File: config.mk
export PLATFORM = sky130hd
export DESIGN_NAME = acpi_dsdt_s5_sleep_type_parser_flat
export DESIGN_NICKNAME = d
export VERILOG_FILES = /design/src/design/acpi_s5_pkg.sv /design/src/design/acpi_s5_if.sv /design/src/design/acpi_s5_input_reg.sv /design/src/design/acpi_s5_core.sv /design/src/design/acpi_s5_out_reg.sv /design/src/design/acpi_dsdt_s5_sleep_type_parser.sv /design/src/flat_wrapper.sv
export SDC_FILE = /design/constraint.sdc
export NUM_CORES = 1
export LEC_CHECK = 0
export ABC_AREA = 0
export BUFFER_PORTS_ARGS = -buffer_cell sky130_fd_sc_hd__buf_2
export CAP_MARGIN = 20
export CORE_MARGIN = 10
export CORE_UTILIZATION = 55
export DETAILED_ROUTE_END_ITERATION = 8
export HOLD_SLACK_MARGIN = 0.06
export PLACE_DENSITY = 0.76
export SKIP_LAST_GASP = 1
export SYNTH_ARGS = -nofsm -noshare
export SYNTH_HDL_FRONTEND = slang
export SYNTH_SLANG_ARGS = --single-unit
export TNS_END_PERCENT = 50
File: constraint.sdc
create_clock -name clk -period 12.5 [get_ports clk]
set_input_delay 2.5 -clock clk [delete_from_list [all_inputs] [get_ports clk]]
set_output_delay 2.5 -clock clk [all_outputs]
set_load 0.005 [all_outputs]
File: src/design/acpi_s5_pkg.sv
// Package for the ACPI DSDT S5 sleep-type parser.
// Holds the parse phase and status codes, AML constants and shared structs.
// Depends on nothing.
`timescale 1ns / 1ps

package acpi_s5_pkg;

	localparam logic [31:0] SIG_RESET  = 32'h5444_5344;
	localparam logic [31:0] NAME_RESET = 32'h5F35_535F;

	localparam logic [31:0] HEADER_BYTES = 32'd36;
	localparam logic [7:0]  PACKAGE_OP   = 8'h12;
	localparam logic [7:0]  BYTE_PREFIX  = 8'h0A;
	localparam logic [7:0]  NAME_OP      = 8'h08;
	localparam logic [7:0]  ROOT_CHAR    = 8'h5C;

	localparam logic [0:0] REG_TABLE_SIGNATURE = 1'd0;
	localparam logic [0:0] REG_OBJECT_NAME     = 1'd1;

	localparam logic [3:0] PH_SEARCH    = 4'd0;
	localparam logic [3:0] PH_FOUND     = 4'd1;
	localparam logic [3:0] PH_LEAD      = 4'd2;
	localparam logic [3:0] PH_SKIPPKG   = 4'd3;
	localparam logic [3:0] PH_COUNT     = 4'd4;
	localparam logic [3:0] PH_A_FIRST   = 4'd5;
	localparam logic [3:0] PH_A_VAL     = 4'd6;
	localparam logic [3:0] PH_B_FIRST   = 4'd7;
	localparam logic [3:0] PH_B_VAL     = 4'd8;
	localparam logic [3:0] PH_CAPTURED  = 4'd9;
	localparam logic [3:0] PH_MALFORMED = 4'd10;

	localparam logic [2:0] ST_OK        = 3'd0;
	localparam logic [2:0] ST_BAD_SIG   = 3'd1;
	localparam logic [2:0] ST_BAD_SUM   = 3'd2;
	localparam logic [2:0] ST_NO_NAME   = 3'd3;
	localparam logic [2:0] ST_MALFORMED = 3'd4;
	localparam logic [2:0] ST_TRUNCATED = 3'd5;

	typedef struct packed {
		logic [7:0] data_byte;
		logic       first_byte;
		logic       last_byte;
	} byte_item_t;

	typedef struct packed {
		logic [2:0]  status;
		logic [7:0]  sleep_type_a;
		logic [7:0]  sleep_type_b;
		logic [31:0] table_length;
	} result_t;

endpackage

File: src/design/acpi_s5_if.sv
// Channel interfaces for the ACPI S5 parser: table bytes, results, register writes.
// Each carries valid, ready and its payload. Depends on nothing.
`timescale 1ns / 1ps

interface acpi_s5_byte_if;
	logic       valid;
	logic       ready;
	logic [7:0] data_byte;
	logic       first_byte;
	logic       last_byte;

	modport source (output valid, data_byte, first_byte, last_byte, input ready);
	modport sink (input valid, data_byte, first_byte, last_byte, output ready);
endinterface

interface acpi_s5_result_if;
	logic        valid;
	logic        ready;
	logic [2:0]  status;
	logic [7:0]  sleep_type_a;
	logic [7:0]  sleep_type_b;
	logic [31:0] table_length;

	modport source (output valid, status, sleep_type_a, sleep_type_b, table_length,
		input ready);
	modport sink (input valid, status, sleep_type_a, sleep_type_b, table_length,
		output ready);
endinterface

interface acpi_s5_cfg_if;
	logic        valid;
	logic        ready;
	logic [0:0]  index;
	logic [31:0] data;

	modport source (output valid, index, data, input ready);
	modport sink (input valid, index, data, output ready);
endinterface

File: src/design/acpi_s5_input_reg.sv
// Input register stage of the ACPI S5 parser.
// Depends on acpi_s5_pkg and acpi_s5_byte_if.
`timescale 1ns / 1ps

module acpi_s5_input_reg
	import acpi_s5_pkg::*;
(
	input  logic               clk,
	input  logic               arst_n,
	acpi_s5_byte_if.sink       tbl,
	input  logic               advance,
	output logic               valid_s1,
	output byte_item_t         item_s1
);

	assign tbl.ready = !valid_s1 || advance;

	always_ff @(posedge clk or negedge arst_n) begin
		if (!arst_n) begin
			valid_s1 <= 1'b0;
		end else if (tbl.ready) begin
			valid_s1 <= tbl.valid;
		end
	end

	always_ff @(posedge clk) begin
		if (tbl.ready && tbl.valid) begin
			item_s1.data_byte  <= tbl.data_byte;
			item_s1.first_byte <= tbl.first_byte;
			item_s1.last_byte  <= tbl.last_byte;
		end
	end

endmodule

File: src/design/acpi_s5_core.sv
// Table state and per-byte parsing logic of the ACPI S5 parser.
// Holds the configuration registers. Depends on acpi_s5_pkg and acpi_s5_cfg_if.
`timescale 1ns / 1ps

module acpi_s5_core
	import acpi_s5_pkg::*;
(
	input  logic          clk,
	input  logic          arst_n,
	acpi_s5_cfg_if.sink   cfg,
	input  logic          valid_s1,
	input  byte_item_t    item_s1,
	input  logic          advance,
	output logic          hit,
	output result_t       result
);

	logic [31:0] sig_q, name_q;
	logic [31:0] pos_q, hlen_q;
	logic [7:0]  sum_q;
	logic        sig_ok_q;
	logic [55:0] hist_q;
	logic [3:0]  phase_q;
	logic [1:0]  skip_q;
	logic [7:0]  type_a_q, type_b_q;
	logic        done_q;

	logic [31:0] c_pos, c_hlen;
	logic [7:0]  c_sum;
	logic        c_sig;
	logic [55:0] c_hist;
	logic [3:0]  c_phase;
	logic [1:0]  c_skip;
	logic [7:0]  c_ta, c_tb;
	logic        c_done;

	logic [7:0]  b;
	logic [31:0] hlen_n;
	logic [7:0]  sum_n, head_sum;
	logic        sig_n;
	logic [3:0]  phase_n;
	logic [1:0]  skip_n;
	logic [7:0]  ta_n, tb_n;
	logic        at_end;
	logic [31:0] cand;
	logic        prefix_ok;
	logic [7:0]  head_bytes [8];
	logic [2:0]  status_n;
	logic        upd;

	assign cfg.ready = 1'b1;

	always_ff @(posedge clk or negedge arst_n) begin
		if (!arst_n) begin
			sig_q  <= SIG_RESET;
			name_q <= NAME_RESET;
		end else if (cfg.valid) begin
			case (cfg.index)
				REG_TABLE_SIGNATURE: sig_q  <= cfg.data;
				REG_OBJECT_NAME:     name_q <= cfg.data;
				default: ;
			endcase
		end
	end

	always_comb begin
		if (item_s1.first_byte) begin
			c_pos   = '0;
			c_hlen  = '0;
			c_sum   = '0;
			c_sig   = 1'b1;
			c_hist  = '0;
			c_phase = PH_SEARCH;
			c_skip  = '0;
			c_ta    = '0;
			c_tb    = '0;
			c_done  = 1'b0;
		end else begin
			c_pos   = pos_q;
			c_hlen  = hlen_q;
			c_sum   = sum_q;
			c_sig   = sig_ok_q;
			c_hist  = hist_q;
			c_phase = phase_q;
			c_skip  = skip_q;
			c_ta    = type_a_q;
			c_tb    = type_b_q;
			c_done  = done_q;
		end
	end

	assign b = item_s1.data_byte;

	always_comb begin
		sig_n = c_sig;
		if (c_pos < 32'd4 && b != sig_q[8*c_pos[1:0] +: 8]) begin
			sig_n = 1'b0;
		end
		hlen_n = c_hlen;
		if (c_pos >= 32'd4 && c_pos < 32'd8) begin
			hlen_n[8*c_pos[1:0] +: 8] = c_hlen[8*c_pos[1:0] +: 8] | b;
		end
	end

	// Byte j of the header is in the history, byte 7 is the current byte.
	always_comb begin
		for (int j = 0; j < 7; j++) begin
			head_bytes[j] = c_hist[8*(6-j) +: 8];
		end
		head_bytes[7] = b;
		head_sum = '0;
		for (int j = 0; j < 8; j++) begin
			if (hlen_n > 32'(j)) begin
				head_sum = head_sum + head_bytes[j];
			end
		end
		if (c_pos == 32'd7) begin
			sum_n = head_sum;
		end else if (c_pos > 32'd7) begin
			sum_n = c_sum + b;
		end else begin
			sum_n = c_sum;
		end
	end

	assign cand      = {b, c_hist[7:0], c_hist[15:8], c_hist[23:16]};
	assign prefix_ok = (c_hist[31:24] == NAME_OP)
		|| (c_hist[39:32] == NAME_OP && c_hist[31:24] == ROOT_CHAR);

	always_comb begin
		phase_n = c_phase;
		skip_n  = c_skip;
		ta_n    = c_ta;
		tb_n    = c_tb;
		case (c_phase)
			PH_SEARCH: begin
				if (c_pos >= HEADER_BYTES + 32'd3 && cand == name_q) begin
					phase_n = prefix_ok ? PH_FOUND : PH_MALFORMED;
				end
			end
			PH_FOUND: begin
				phase_n = (b == PACKAGE_OP) ? PH_LEAD : PH_MALFORMED;
			end
			PH_LEAD: begin
				skip_n  = b[7:6];
				phase_n = (b[7:6] != 2'd0) ? PH_SKIPPKG : PH_COUNT;
			end
			PH_SKIPPKG: begin
				skip_n = c_skip - 2'd1;
				if (c_skip == 2'd1) begin
					phase_n = PH_COUNT;
				end
			end
			PH_COUNT: begin
				phase_n = PH_A_FIRST;
			end
			PH_A_FIRST: begin
				if (b == BYTE_PREFIX) begin
					phase_n = PH_A_VAL;
				end else begin
					ta_n    = b;
					phase_n = PH_B_FIRST;
				end
			end
			PH_A_VAL: begin
				ta_n    = b;
				phase_n = PH_B_FIRST;
			end
			PH_B_FIRST: begin
				if (b == BYTE_PREFIX) begin
					phase_n = PH_B_VAL;
				end else begin
					tb_n    = b;
					phase_n = PH_CAPTURED;
				end
			end
			PH_B_VAL: begin
				tb_n    = b;
				phase_n = PH_CAPTURED;
			end
			default: ;
		endcase
	end

	assign at_end = (c_pos == 32'd7 && hlen_n <= 32'd8)
		|| (c_pos > 32'd7 && ({1'b0, c_pos} + 33'd1) == {1'b0, hlen_n});

	always_comb begin
		if (!sig_n) begin
			status_n = ST_BAD_SIG;
		end else if (!at_end) begin
			status_n = ST_TRUNCATED;
		end else if (sum_n != 8'd0) begin
			status_n = ST_BAD_SUM;
		end else if (phase_n == PH_SEARCH) begin
			status_n = ST_NO_NAME;
		end else if (phase_n == PH_CAPTURED) begin
			status_n = ST_OK;
		end else begin
			status_n = ST_MALFORMED;
		end
	end

	assign hit = valid_s1 && !c_done && (at_end || item_s1.last_byte);

	assign result.status       = status_n;
	assign result.sleep_type_a = (status_n == ST_OK) ? ta_n : 8'd0;
	assign result.sleep_type_b = (status_n == ST_OK) ? tb_n : 8'd0;
	assign result.table_length = hlen_n;

	assign upd = valid_s1 && advance && !c_done;

	always_ff @(posedge clk or negedge arst_n) begin
		if (!arst_n) begin
			pos_q    <= '0;
			hlen_q   <= '0;
			sum_q    <= '0;
			sig_ok_q <= 1'b1;
			hist_q   <= '0;
			phase_q  <= PH_SEARCH;
			skip_q   <= '0;
			done_q   <= 1'b1;
		end else if (upd) begin
			pos_q    <= c_pos + 32'd1;
			hlen_q   <= hlen_n;
			sum_q    <= sum_n;
			sig_ok_q <= sig_n;
			hist_q   <= {c_hist[47:0], b};
			phase_q  <= phase_n;
			skip_q   <= skip_n;
			done_q   <= at_end || item_s1.last_byte;
		end
	end

	always_ff @(posedge clk) begin
		if (upd) begin
			type_a_q <= ta_n;
			type_b_q <= tb_n;
		end
	end

endmodule

File: src/design/acpi_s5_out_reg.sv
// Result register of the ACPI S5 parser, holding one transaction until taken.
// Depends on acpi_s5_pkg and acpi_s5_result_if.
`timescale 1ns / 1ps

module acpi_s5_out_reg
	import acpi_s5_pkg::*;
(
	input  logic              clk,
	input  logic              arst_n,
	input  logic              load,
	input  result_t           result,
	output logic              space,
	acpi_s5_result_if.source  res
);

	result_t res_q;
	logic    valid_q;

	assign space = !valid_q || res.ready;

	always_ff @(posedge clk or negedge arst_n) begin
		if (!arst_n) begin
			valid_q <= 1'b0;
		end else if (load) begin
			valid_q <= 1'b1;
		end else if (res.ready) begin
			valid_q <= 1'b0;
		end
	end

	always_ff @(posedge clk) begin
		if (load) begin
			res_q <= result;
		end
	end

	assign res.valid        = valid_q;
	assign res.status       = res_q.status;
	assign res.sleep_type_a = res_q.sleep_type_a;
	assign res.sleep_type_b = res_q.sleep_type_b;
	assign res.table_length = res_q.table_length;

endmodule

File: src/design/acpi_dsdt_s5_sleep_type_parser.sv
// ACPI DSDT S5 sleep-type parser, top level.
// Path: the byte that ends the table is held in the input register, and its result is then
// loaded into the result register. Throughput: one byte per cycle; a byte held in
// the input register waits only while it would produce a result and the previous one is untaken.
// Reset: idle until a byte with first_byte; registers reset to DSDT and _S5_.
// Depends on acpi_s5_pkg, the channel interfaces and the three stage modules.
`timescale 1ns / 1ps

module acpi_dsdt_s5_sleep_type_parser
	import acpi_s5_pkg::*;
(
	input  logic              clk,
	input  logic              arst_n,
	acpi_s5_byte_if.sink      tbl,
	acpi_s5_result_if.source  res,
	acpi_s5_cfg_if.sink       cfg
);

	logic       valid_s1;
	byte_item_t item_s1;
	logic       advance;
	logic       hit;
	logic       space;
	result_t    result;

	assign advance = valid_s1 && (!hit || space);

	acpi_s5_input_reg u_input_reg (
		.clk      (clk),
		.arst_n   (arst_n),
		.tbl      (tbl),
		.advance  (advance),
		.valid_s1 (valid_s1),
		.item_s1  (item_s1)
	);

	acpi_s5_core u_core (
		.clk      (clk),
		.arst_n   (arst_n),
		.cfg      (cfg),
		.valid_s1 (valid_s1),
		.item_s1  (item_s1),
		.advance  (advance),
		.hit      (hit),
		.result   (result)
	);

	acpi_s5_out_reg u_out_reg (
		.clk    (clk),
		.arst_n (arst_n),
		.load   (hit && advance),
		.result (result),
		.space  (space),
		.res    (res)
	);

	a_result_loaded: assert property (@(posedge clk) disable iff (!arst_n)
		hit && advance |=> res.valid)
		else $error("result transaction not presented after load");

	a_held_byte_kept: assert property (@(posedge clk) disable iff (!arst_n)
		valid_s1 && !advance |=> valid_s1)
		else $error("held byte lost from input register");

	a_stall_needs_item: assert property (@(posedge clk) disable iff (!arst_n)
		!tbl.ready |-> valid_s1 && hit && res.valid && !res.ready)
		else $error("input stalled without a waiting result");

endmodule

File: src/flat_wrapper.sv
// flat-port wrapper written by rule: the top's interface ports become plain ports
module acpi_dsdt_s5_sleep_type_parser_flat import acpi_s5_pkg::*;
  (clk, arst_n, tbl_valid, tbl_data_byte, tbl_first_byte, tbl_last_byte, tbl_ready, res_valid, res_status, res_sleep_type_a, res_sleep_type_b, res_table_length, res_ready, cfg_valid, cfg_index, cfg_data, cfg_ready);
  acpi_s5_byte_if tbl_i ();
  acpi_s5_result_if res_i ();
  acpi_s5_cfg_if cfg_i ();
  input  logic clk;
  input  logic arst_n;
  input wire logic [$bits(tbl_i.valid)-1:0] tbl_valid;
  input wire logic [$bits(tbl_i.data_byte)-1:0] tbl_data_byte;
  input wire logic [$bits(tbl_i.first_byte)-1:0] tbl_first_byte;
  input wire logic [$bits(tbl_i.last_byte)-1:0] tbl_last_byte;
  output wire logic [$bits(tbl_i.ready)-1:0] tbl_ready;
  output wire logic [$bits(res_i.valid)-1:0] res_valid;
  output wire logic [$bits(res_i.status)-1:0] res_status;
  output wire logic [$bits(res_i.sleep_type_a)-1:0] res_sleep_type_a;
  output wire logic [$bits(res_i.sleep_type_b)-1:0] res_sleep_type_b;
  output wire logic [$bits(res_i.table_length)-1:0] res_table_length;
  input wire logic [$bits(res_i.ready)-1:0] res_ready;
  input wire logic [$bits(cfg_i.valid)-1:0] cfg_valid;
  input wire logic [$bits(cfg_i.index)-1:0] cfg_index;
  input wire logic [$bits(cfg_i.data)-1:0] cfg_data;
  output wire logic [$bits(cfg_i.ready)-1:0] cfg_ready;
  assign tbl_i.valid = tbl_valid;
  assign tbl_i.data_byte = tbl_data_byte;
  assign tbl_i.first_byte = tbl_first_byte;
  assign tbl_i.last_byte = tbl_last_byte;
  assign tbl_ready = tbl_i.ready;
  assign res_valid = res_i.valid;
  assign res_status = res_i.status;
  assign res_sleep_type_a = res_i.sleep_type_a;
  assign res_sleep_type_b = res_i.sleep_type_b;
  assign res_table_length = res_i.table_length;
  assign res_i.ready = res_ready;
  assign cfg_i.valid = cfg_valid;
  assign cfg_i.index = cfg_index;
  assign cfg_i.data = cfg_data;
  assign cfg_ready = cfg_i.ready;
  acpi_dsdt_s5_sleep_type_parser u_core (.clk(clk), .arst_n(arst_n), .tbl(tbl_i), .res(res_i), .cfg(cfg_i));
endmodule
After elaboration in Yosys (flattened, before gate mapping)
Index checks and enable logic that the tools add are counted.
{ "totals": {"out_inout_bits": 54, "inputBits": 48, "word_cells": 146, "ff_bits": 279} }
{ "op_classes": {"bitwise_logic": 2, "n_lt_le_gt_ge": 14, "add_sub_neg": 12, "eq_ne": 19, "muxes": 43, "reduce_logical": 31, "shift": 4} }
{ "ops": {"columns": ["cell", "n"], "rows": [
  ["greater-than comparator 32 x 3 -> 1 bit (second input constant)", 5],
  ["2-to-1 mux 8 bit", 15],
  ["2-to-1 mux 32 bit", 3],
  ["adder 8 bit", 8],
  ["greater-than comparator 32 x 1 -> 1 bit (second input constant)", 2],
  ["greater-than comparator 32 x 2 -> 1 bit (second input constant)", 2],
  ["indexed part select 32 x 6 -> 8 bit", 2],
  ["2-to-1 mux 56 bit", 1],
  ["case mux 4 bit (9 select lines)", 1],
  ["negator 5 -> 34 bit", 1],
  ["variable shift 8 x 34 -> 32 bit (first input constant)", 1],
  ["indexed part select 8 x 34 -> 32 bit", 1],
  ["adder 32 x 1 -> 33 bit (second input constant)", 1],
  ["equality test 33 x 32 -> 1 bit", 1],
  ["adder 32 x 1 -> 32 bit (second input constant)", 1],
  ["bitwise mux 32 bit", 1],
  ["equality test 32 x 3 -> 1 bit (second input constant)", 1],
  ["equality test 32 bit", 1],
  ["greater-or-equal comparator 32 x 3 -> 1 bit (second input constant)", 1],
  ["greater-or-equal comparator 32 x 6 -> 1 bit (second input constant)", 1],
  ["less-or-equal comparator 32 x 4 -> 1 bit (second input constant)", 1],
  ["< comparator 32 x 3 -> 1 bit (second input constant)", 1],
  ["< comparator 32 x 4 -> 1 bit (second input constant)", 1],
  ["case mux 8 bit (2 select lines)", 2],
  ["25 further kinds", 70]
]} }

Logic depth before layout (Yosys ltp)
{ "depth": {"depth_word": 28, "depth_mapped": 61, "depth_no_buf": 57} }

By module
From an unflattened synthesis, not the netlist that was laid out.
{ "unflattened": {"hier_cells": 1981, "hier_area_um2": 18514.0} }
{ "modules_own_cells": {"columns": ["mod", "n_inst", "cells_per_inst", "seq_area_each_um2", "area_per_inst_um2"], "rows": [
  ["acpi_s5_core", 1, 1910, 5526.6, 16562.1],
  ["acpi_s5_out_reg", 1, 54, 1556.5, 1579.0],
  ["acpi_s5_input_reg", 1, 14, 325.3, 354.1],
  ["acpi_dsdt_s5_sleep_type_parser", 1, 3, 0.0, 18.8]
]} }

Worst setup path after synthesis
No wires, ideal clock.
{ "synth_path": {"path_type": "register to register", "start": "reg u_core.u_core.pos_q[0]", "end": "reg u_core.u_out_reg.res_q (netlist bit u_core.u_out_reg.res.sleep_type_a[0]) (data pin)", "setup_time_ns": 0.276, "period_less_slack_ns": 11.926, "required_time_ns": 12.224, "path_stages_with_launch": 57, "arrival_time_ns": 11.649, "n_path_buf": 5, "slack_ns": 0.574, "path_cell_list": "dfrtp_1 > buf_2 > nand2b_1 > clkbuf_1 > inv_1 > clkbuf_1 > ha_1 > and3b_1 > and3_1 > clkbuf_1 > o2111a_1 > a221o_1 > nor3_2 > and4b_1 > nand3_1 > nor2_1 > nor2b_1 > ha_1 > [21 not listed] > a21oi_1 > xor2_1 > o21ai_0 > ha_1 > o311a_1 > o21ai_0 > o211ai_1 > ha_1 > o41ai_1 > xnor2_1 > xnor2_1 > xnor3_1 > mux2i_1 > nand2b_1 > mux2i_1 > o211ai_1 > clkbuf_1 > nor3b_2"} }
{ "synth_between": {"elab_chain_cells": 28, "word_cells_on_any_way": 62, "cone_classes": "add/sub (9); order compare (14); eq/ne (4); shift (4); mux (21); bitwise (1); reduce/logical (9)"} }
{ "synth_lines": {"columns": ["item", "line", "source"], "rows": [
  ["start: declaration", "acpi_s5_core.sv:19", "logic [31:0] pos_q, hlen_q;"],
  ["start signal: assignment", "acpi_s5_core.sv:224", "pos_q <= c_pos + 32'd1;"],
  ["2-to-1 mux 32 bit (*)", "acpi_s5_core.sv:67", "if (item_s1.first_byte) begin"],
  ["indexed part select 32 x 6 -> 8 bit", "acpi_s5_core.sv:101", "hlen_n[8*c_pos[1:0] +: 8] = c_hlen[8*c_pos[1:0] +: 8] | b;"],
  ["OR 8 bit", "acpi_s5_core.sv:101", null],
  ["indexed part select 8 x 34 -> 32 bit", "acpi_s5_core.sv:101", null],
  ["bitwise mux 32 bit", "acpi_s5_core.sv:101", null],
  ["2-to-1 mux 32 bit", "acpi_s5_core.sv:100", "if (c_pos >= 32'd4 && c_pos < 32'd8) begin"],
  ["greater-than comparator 32 x 1 -> 1 bit", "acpi_s5_core.sv:113", "if (hlen_n > 32'(j)) begin"],
  ["2-to-1 mux 8 bit", "acpi_s5_core.sv:113", null],
  ["[12 not listed]", null, null],
  ["adder 8 bit", "acpi_s5_core.sv:114", "head_sum = head_sum + head_bytes[j];"],
  ["2-to-1 mux 8 bit", "acpi_s5_core.sv:113", null],
  ["2-to-1 mux 8 bit", "acpi_s5_core.sv:117", "if (c_pos == 32'd7) begin"],
  ["nonzero test 8 bit", "acpi_s5_core.sv:193", "end else if (sum_n != 8'd0) begin"],
  ["2-to-1 mux 3 bit", "acpi_s5_core.sv:193", null],
  ["2-to-1 mux 3 bit", "acpi_s5_core.sv:191", "end else if (!at_end) begin"],
  ["2-to-1 mux 3 bit (*)", "acpi_s5_core.sv:189", "if (!sig_n) begin"],
  ["zero test 3 bit (*)", "acpi_s5_core.sv:207", "assign result.sleep_type_a = (status_n == ST_OK) ? ta_n : 8'd0;"],
  ["end signal: assignment", "acpi_s5_out_reg.sv:33", "res_q <= result;"],
  ["end: declaration", "acpi_s5_out_reg.sv:16", "result_t res_q;"]
]} }
Every way passes the cells marked *; elsewhere a longest branch is shown, timed or not.
A chain may end at the register's enable or synchronous reset.

Worst setup path after layout
{ "layout_path": {"start": "reg u_core.u_core.pos_q[0]", "end": "reg u_core.u_out_reg.res_q (netlist bit u_core.u_out_reg.res.sleep_type_b[0]) (data pin)"} }
{ "layout_between": {"elab_chain_cells": 28, "word_cells_on_any_way": 62, "cone_classes": "add/sub (9); order compare (14); eq/ne (4); shift (4); mux (21); bitwise (1); reduce/logical (9)"} }
{ "layout_lines": {"columns": ["item", "line", "source"], "rows": [
  ["2-to-1 mux 32 bit (*)", "acpi_s5_core.sv:67", null],
  ["indexed part select 32 x 6 -> 8 bit", "acpi_s5_core.sv:101", null],
  ["OR 8 bit", "acpi_s5_core.sv:101", null],
  ["indexed part select 8 x 34 -> 32 bit", "acpi_s5_core.sv:101", null],
  ["bitwise mux 32 bit", "acpi_s5_core.sv:101", null],
  ["2-to-1 mux 32 bit", "acpi_s5_core.sv:100", null],
  ["greater-than comparator 32 x 1 -> 1 bit", "acpi_s5_core.sv:113", null],
  ["2-to-1 mux 8 bit", "acpi_s5_core.sv:113", null],
  ["[12 not listed]", null, null],
  ["adder 8 bit", "acpi_s5_core.sv:114", null],
  ["2-to-1 mux 8 bit", "acpi_s5_core.sv:113", null],
  ["2-to-1 mux 8 bit", "acpi_s5_core.sv:117", null],
  ["nonzero test 8 bit", "acpi_s5_core.sv:193", null],
  ["2-to-1 mux 3 bit", "acpi_s5_core.sv:193", null],
  ["2-to-1 mux 3 bit", "acpi_s5_core.sv:191", null],
  ["2-to-1 mux 3 bit (*)", "acpi_s5_core.sv:189", null],
  ["zero test 3 bit (*)", "acpi_s5_core.sv:208", "assign result.sleep_type_b = (status_n == ST_OK) ? tb_n : 8'd0;"]
]} }
Marks and branches as above.

==> out/results.ini <==
[yosys]
synthCells=1995
synth.top_cells.by_area=dfrtp_1, edfxtp_1, nand2_1
synth_top_area_share_pct=23.0
synth_area_um2=18400
yosysWarnings=0
async_flop_share_pct=72.4
yosysSeqAreaShare_pct=40.3
synth_edf_count=77
synthesis.nets=2112
ys_ff_latch=279
synth_largest_area_cell=dfrtp_1
synth_area_per_cell_um2=9.22
netlist-cell-type-count=101
ys.flop_type=dfrtp_1

[setup_path]
critical-path-max-stage-delay_ns=0.44
cp.arrival_ns=12.22
critPathLaunchType=register
worstPathMaxFanout=23
path_delay_family=compound AO/OA/AOI/OAI gates
cp-end-kind=register
required_ns=12.92
setup.worst_path.class=reg -> reg
cpMostUsedCell=ha_1
cp_slowest_cell=a221o_1
path_depth=52
reg2reg_depth=52
r2r_slack_ns=0.70
worst-path-buf-inv=3

[place]
port_buffers=100
dp_hpwl_um=41400
placed_cells=2490
place_congestion=0.993
placed_cell_area_um2=19500

[drt]
avgViaCountPerCell=6.23
dr.pass1.iters=9
ant_nets=0
finalWirelength_um=56900
drc=0
routedWlPerCell_um=22.2
first_iter_violations=1353
vias=15900

[worst_hold_path]
hp-class=reg -> reg
whs_path_depth=2

[sta]
max_freq_mhz=84.7
whs_ns=0.466
slew_viol_final=0
post-route-period-util_pct=94.4
finalCriticalPeriod_ns=11.80
tightest_slew_ns=1.04
max_slew_margin_pct=29.7
fin_worst_skew_ns=0.0157
setup_viol=0
hold_violations=0

[die]
core_um2=32800
start_util_pct=56.1
io_pins=102
chipHeight_um=203
rows=66
die_x_um=203
die_area_um2=41200

[clock_tree]
worstSkewPairLatency_ns=0.59
numCtsBuffers=31
cts-htree-levels=1
cts.sinks=279
cts_root_buffer=clkbuf_16
cts_tree=yes
path_clk_slew_ns=0.06
clock_path_buffers=3
ctsHoldBuffers=0

[global_route]
antenna_found_initial=0
track_usage_pct=26.6
grt_pass1_wl_um=88000
grt_max_degree=97
grt_pass1_vias=15200
gr-total-overflow=0

[layout]
antenna_cells=0
syn_to_final_growth_pct=12.7
finalNonFillerCells=2557
n_fill_cell=2697
fin_nets=2207
seqCellArea_um2=7410
layout-drive-gt1-share_pct=20.0
fin_area_um2=20700
multi_input_area_um2=10400

[power]
p_per_area_nw_per_um2=155
switching_share_pct=36.0
p_int_mw=2.05
power_frac_seq_pct=36.2
cellLeakagePower_nw=9.09
pwr-share-clk_pct=29.4
p_comb_share_pct=34.4
vdd_drop_max_v=0.000113
p_switching_mw=1.15

[run_status]
outcome=completed

[run]
drv_cap=0

[metal layers]
layer	vias up	GRT usage [%]	routed length (um)
li1	7333	-	-
met1	7773	34.7	23800
met2	677	43.2	26500
met3	137	3.87	3940
met4	0	11.9	2670
met5	-	0	0
[path summary, 6_finish.rpt]
path	from	end
min	u_core.u_core.sum_q[3]$_DFFE_PN0P_	u_core.u_core.sum_q[3]$_DFFE_PN0P_
min in group asynchronous	arst_n	u_core.u_core.pos_q[24]$_DFFE_PN0P_
min reg2reg	u_core.u_core.sum_q[3]$_DFFE_PN0P_	u_core.u_core.sum_q[3]$_DFFE_PN0P_
max in group asynchronous	arst_n	u_core.u_core.hist_q[4]$_DFFE_PN0P_
max	u_core.u_core.pos_q[0]$_DFFE_PN0P_	u_core.u_out_reg.res.sleep_type_b[0]$_SDFFCE_PP0P_
max reg2reg	u_core.u_core.pos_q[0]$_DFFE_PN0P_	u_core.u_out_reg.res.sleep_type_b[0]$_SDFFCE_PP0P_
[logic make-up after synthesis]
logic type	Yosys count	share of synthesized area, %
and+or+nand+nor	801	21.6
AOI/OAI and AO/OA	410	15.5
DFF	279	40.3
buffers and inverters	179	3.79
xor gates and xnor gates	134	6.53
muxes	122	7.32
adders and majority gates	69	5.02
other	1	0.0204
[tightest hold or removal path, stage by stage (launching register included)]
cell	delay (ns)
dfrtp_1	0.33
nand2_1	0.05
nand2_1	0.05
[stage by stage]
step | worst slack [ns] | TNS (ns) | util (%) | power, mW
6_report | 0.697 | 0 | 63.3 | 3.21
3_5_place_dp | 0.253 | 0 | 59.5 | 2.21
2_1_floorplan | 0.574 | 0 | - | 1.90
3_3_place_gp | 0.361 | 0 | 59.5 | 2.19
4_1_cts | 0.165 | 0 | 62.8 | 3.16
5_1_grt | -0.0675 | -0.662 | 63.3 | 3.36
[cells in the mapped netlist (all sizes together) (21+ instances only)]
cell,instances
clkbuf,81
nor2b,79
xnor2,80
ha,61
nor2,107
dfstp,33
nand3,30
o21ai,108
inv,70
mux2i,21
a22o,31
dfrtp,169
buf,28
nor4,37
xor2,52
edfxtp,77
nor3,27
mux2,101
a21oi,76
nand2,374
[sequential cells by signal (all words and copies together), names as in the netlist, 2 cells and up]
signal	flops
u_core.u_core.name_q	32
u_core.u_core.hlen_q	32
u_core.u_out_reg.res.sleep_type_b	8
u_core.u_out_reg.res.table_length	32
u_core.u_input_reg.item_s1	10
u_core.u_out_reg.res.status	3
u_core.u_out_reg.res.sleep_type_a	8
u_core.u_core.sig_q	32
u_core.u_core.type_b_q	8
u_core.u_core.skip_q	2
u_core.u_core.phase_q	4
u_core.u_core.sum_q	8
u_core.u_core.hist_q	56
u_core.u_core.pos_q	32
u_core.u_core.type_a_q	8
[cells in the final DEF, fill, tap and decap left out, types with 13 or more instances in the layout]
cell type  Yosys  routed
a211oi_1      13      13
a21o_1        20      20
a21oi_1       74      70
a22o_1        31      31
a22oi_1       17      16
a31oi_1       15      15
and3_1        16      16
buf_2         11      99
buf_4          1      68
clkbuf_16      0      33
dfrtp_1      169     169
dfstp_2       33      33
edfxtp_1      77      77
ha_1          61      61
inv_1         69      68
mux2_2        99      99
mux2i_1       21      20
nand2_1      373     373
nand2b_1      14      13
nand3_1       30      30
nand4_1       18      18
nor2_1       107     105
nor2b_1       79      77
nor3_1        25      25
nor4_1        34      33
o21ai_0      105     103
o31ai_1       13      13
or3_1         13      13
xnor2_1       80      80
xor2_1        52      52
[power by group through the flow]
stage | combinational [mW] | clock (mW) | sequential [mW]
2_1_floorplan | 0.768 | 0 | 1.13
3_3_place_gp | 1.02 | 0 | 1.17
3_5_place_dp | 1.04 | 0 | 1.17
4_1_cts | 1.05 | 0.951 | 1.16
5_1_grt | 1.20 | 0.983 | 1.17
6_report | 1.10 | 0.942 | 1.16
[area by class of cell]
type                            count  area share [%]
Multi-Input combinational cell   1538            50.2
Clock buffer                       43            4.36
Clock inverter                     15           0.712
Timing Repair Buffer              170            5.07
Sequential cell                   279            35.7
Tap cell                          442            2.67
Inverter                           70            1.27
[timing repair]
item	in CTS	in global routing
gates resized for setup	0	24
endpoints found under the setup margin	0	20
buffers inserted	0	8
(Power assumes the default switching activity.)
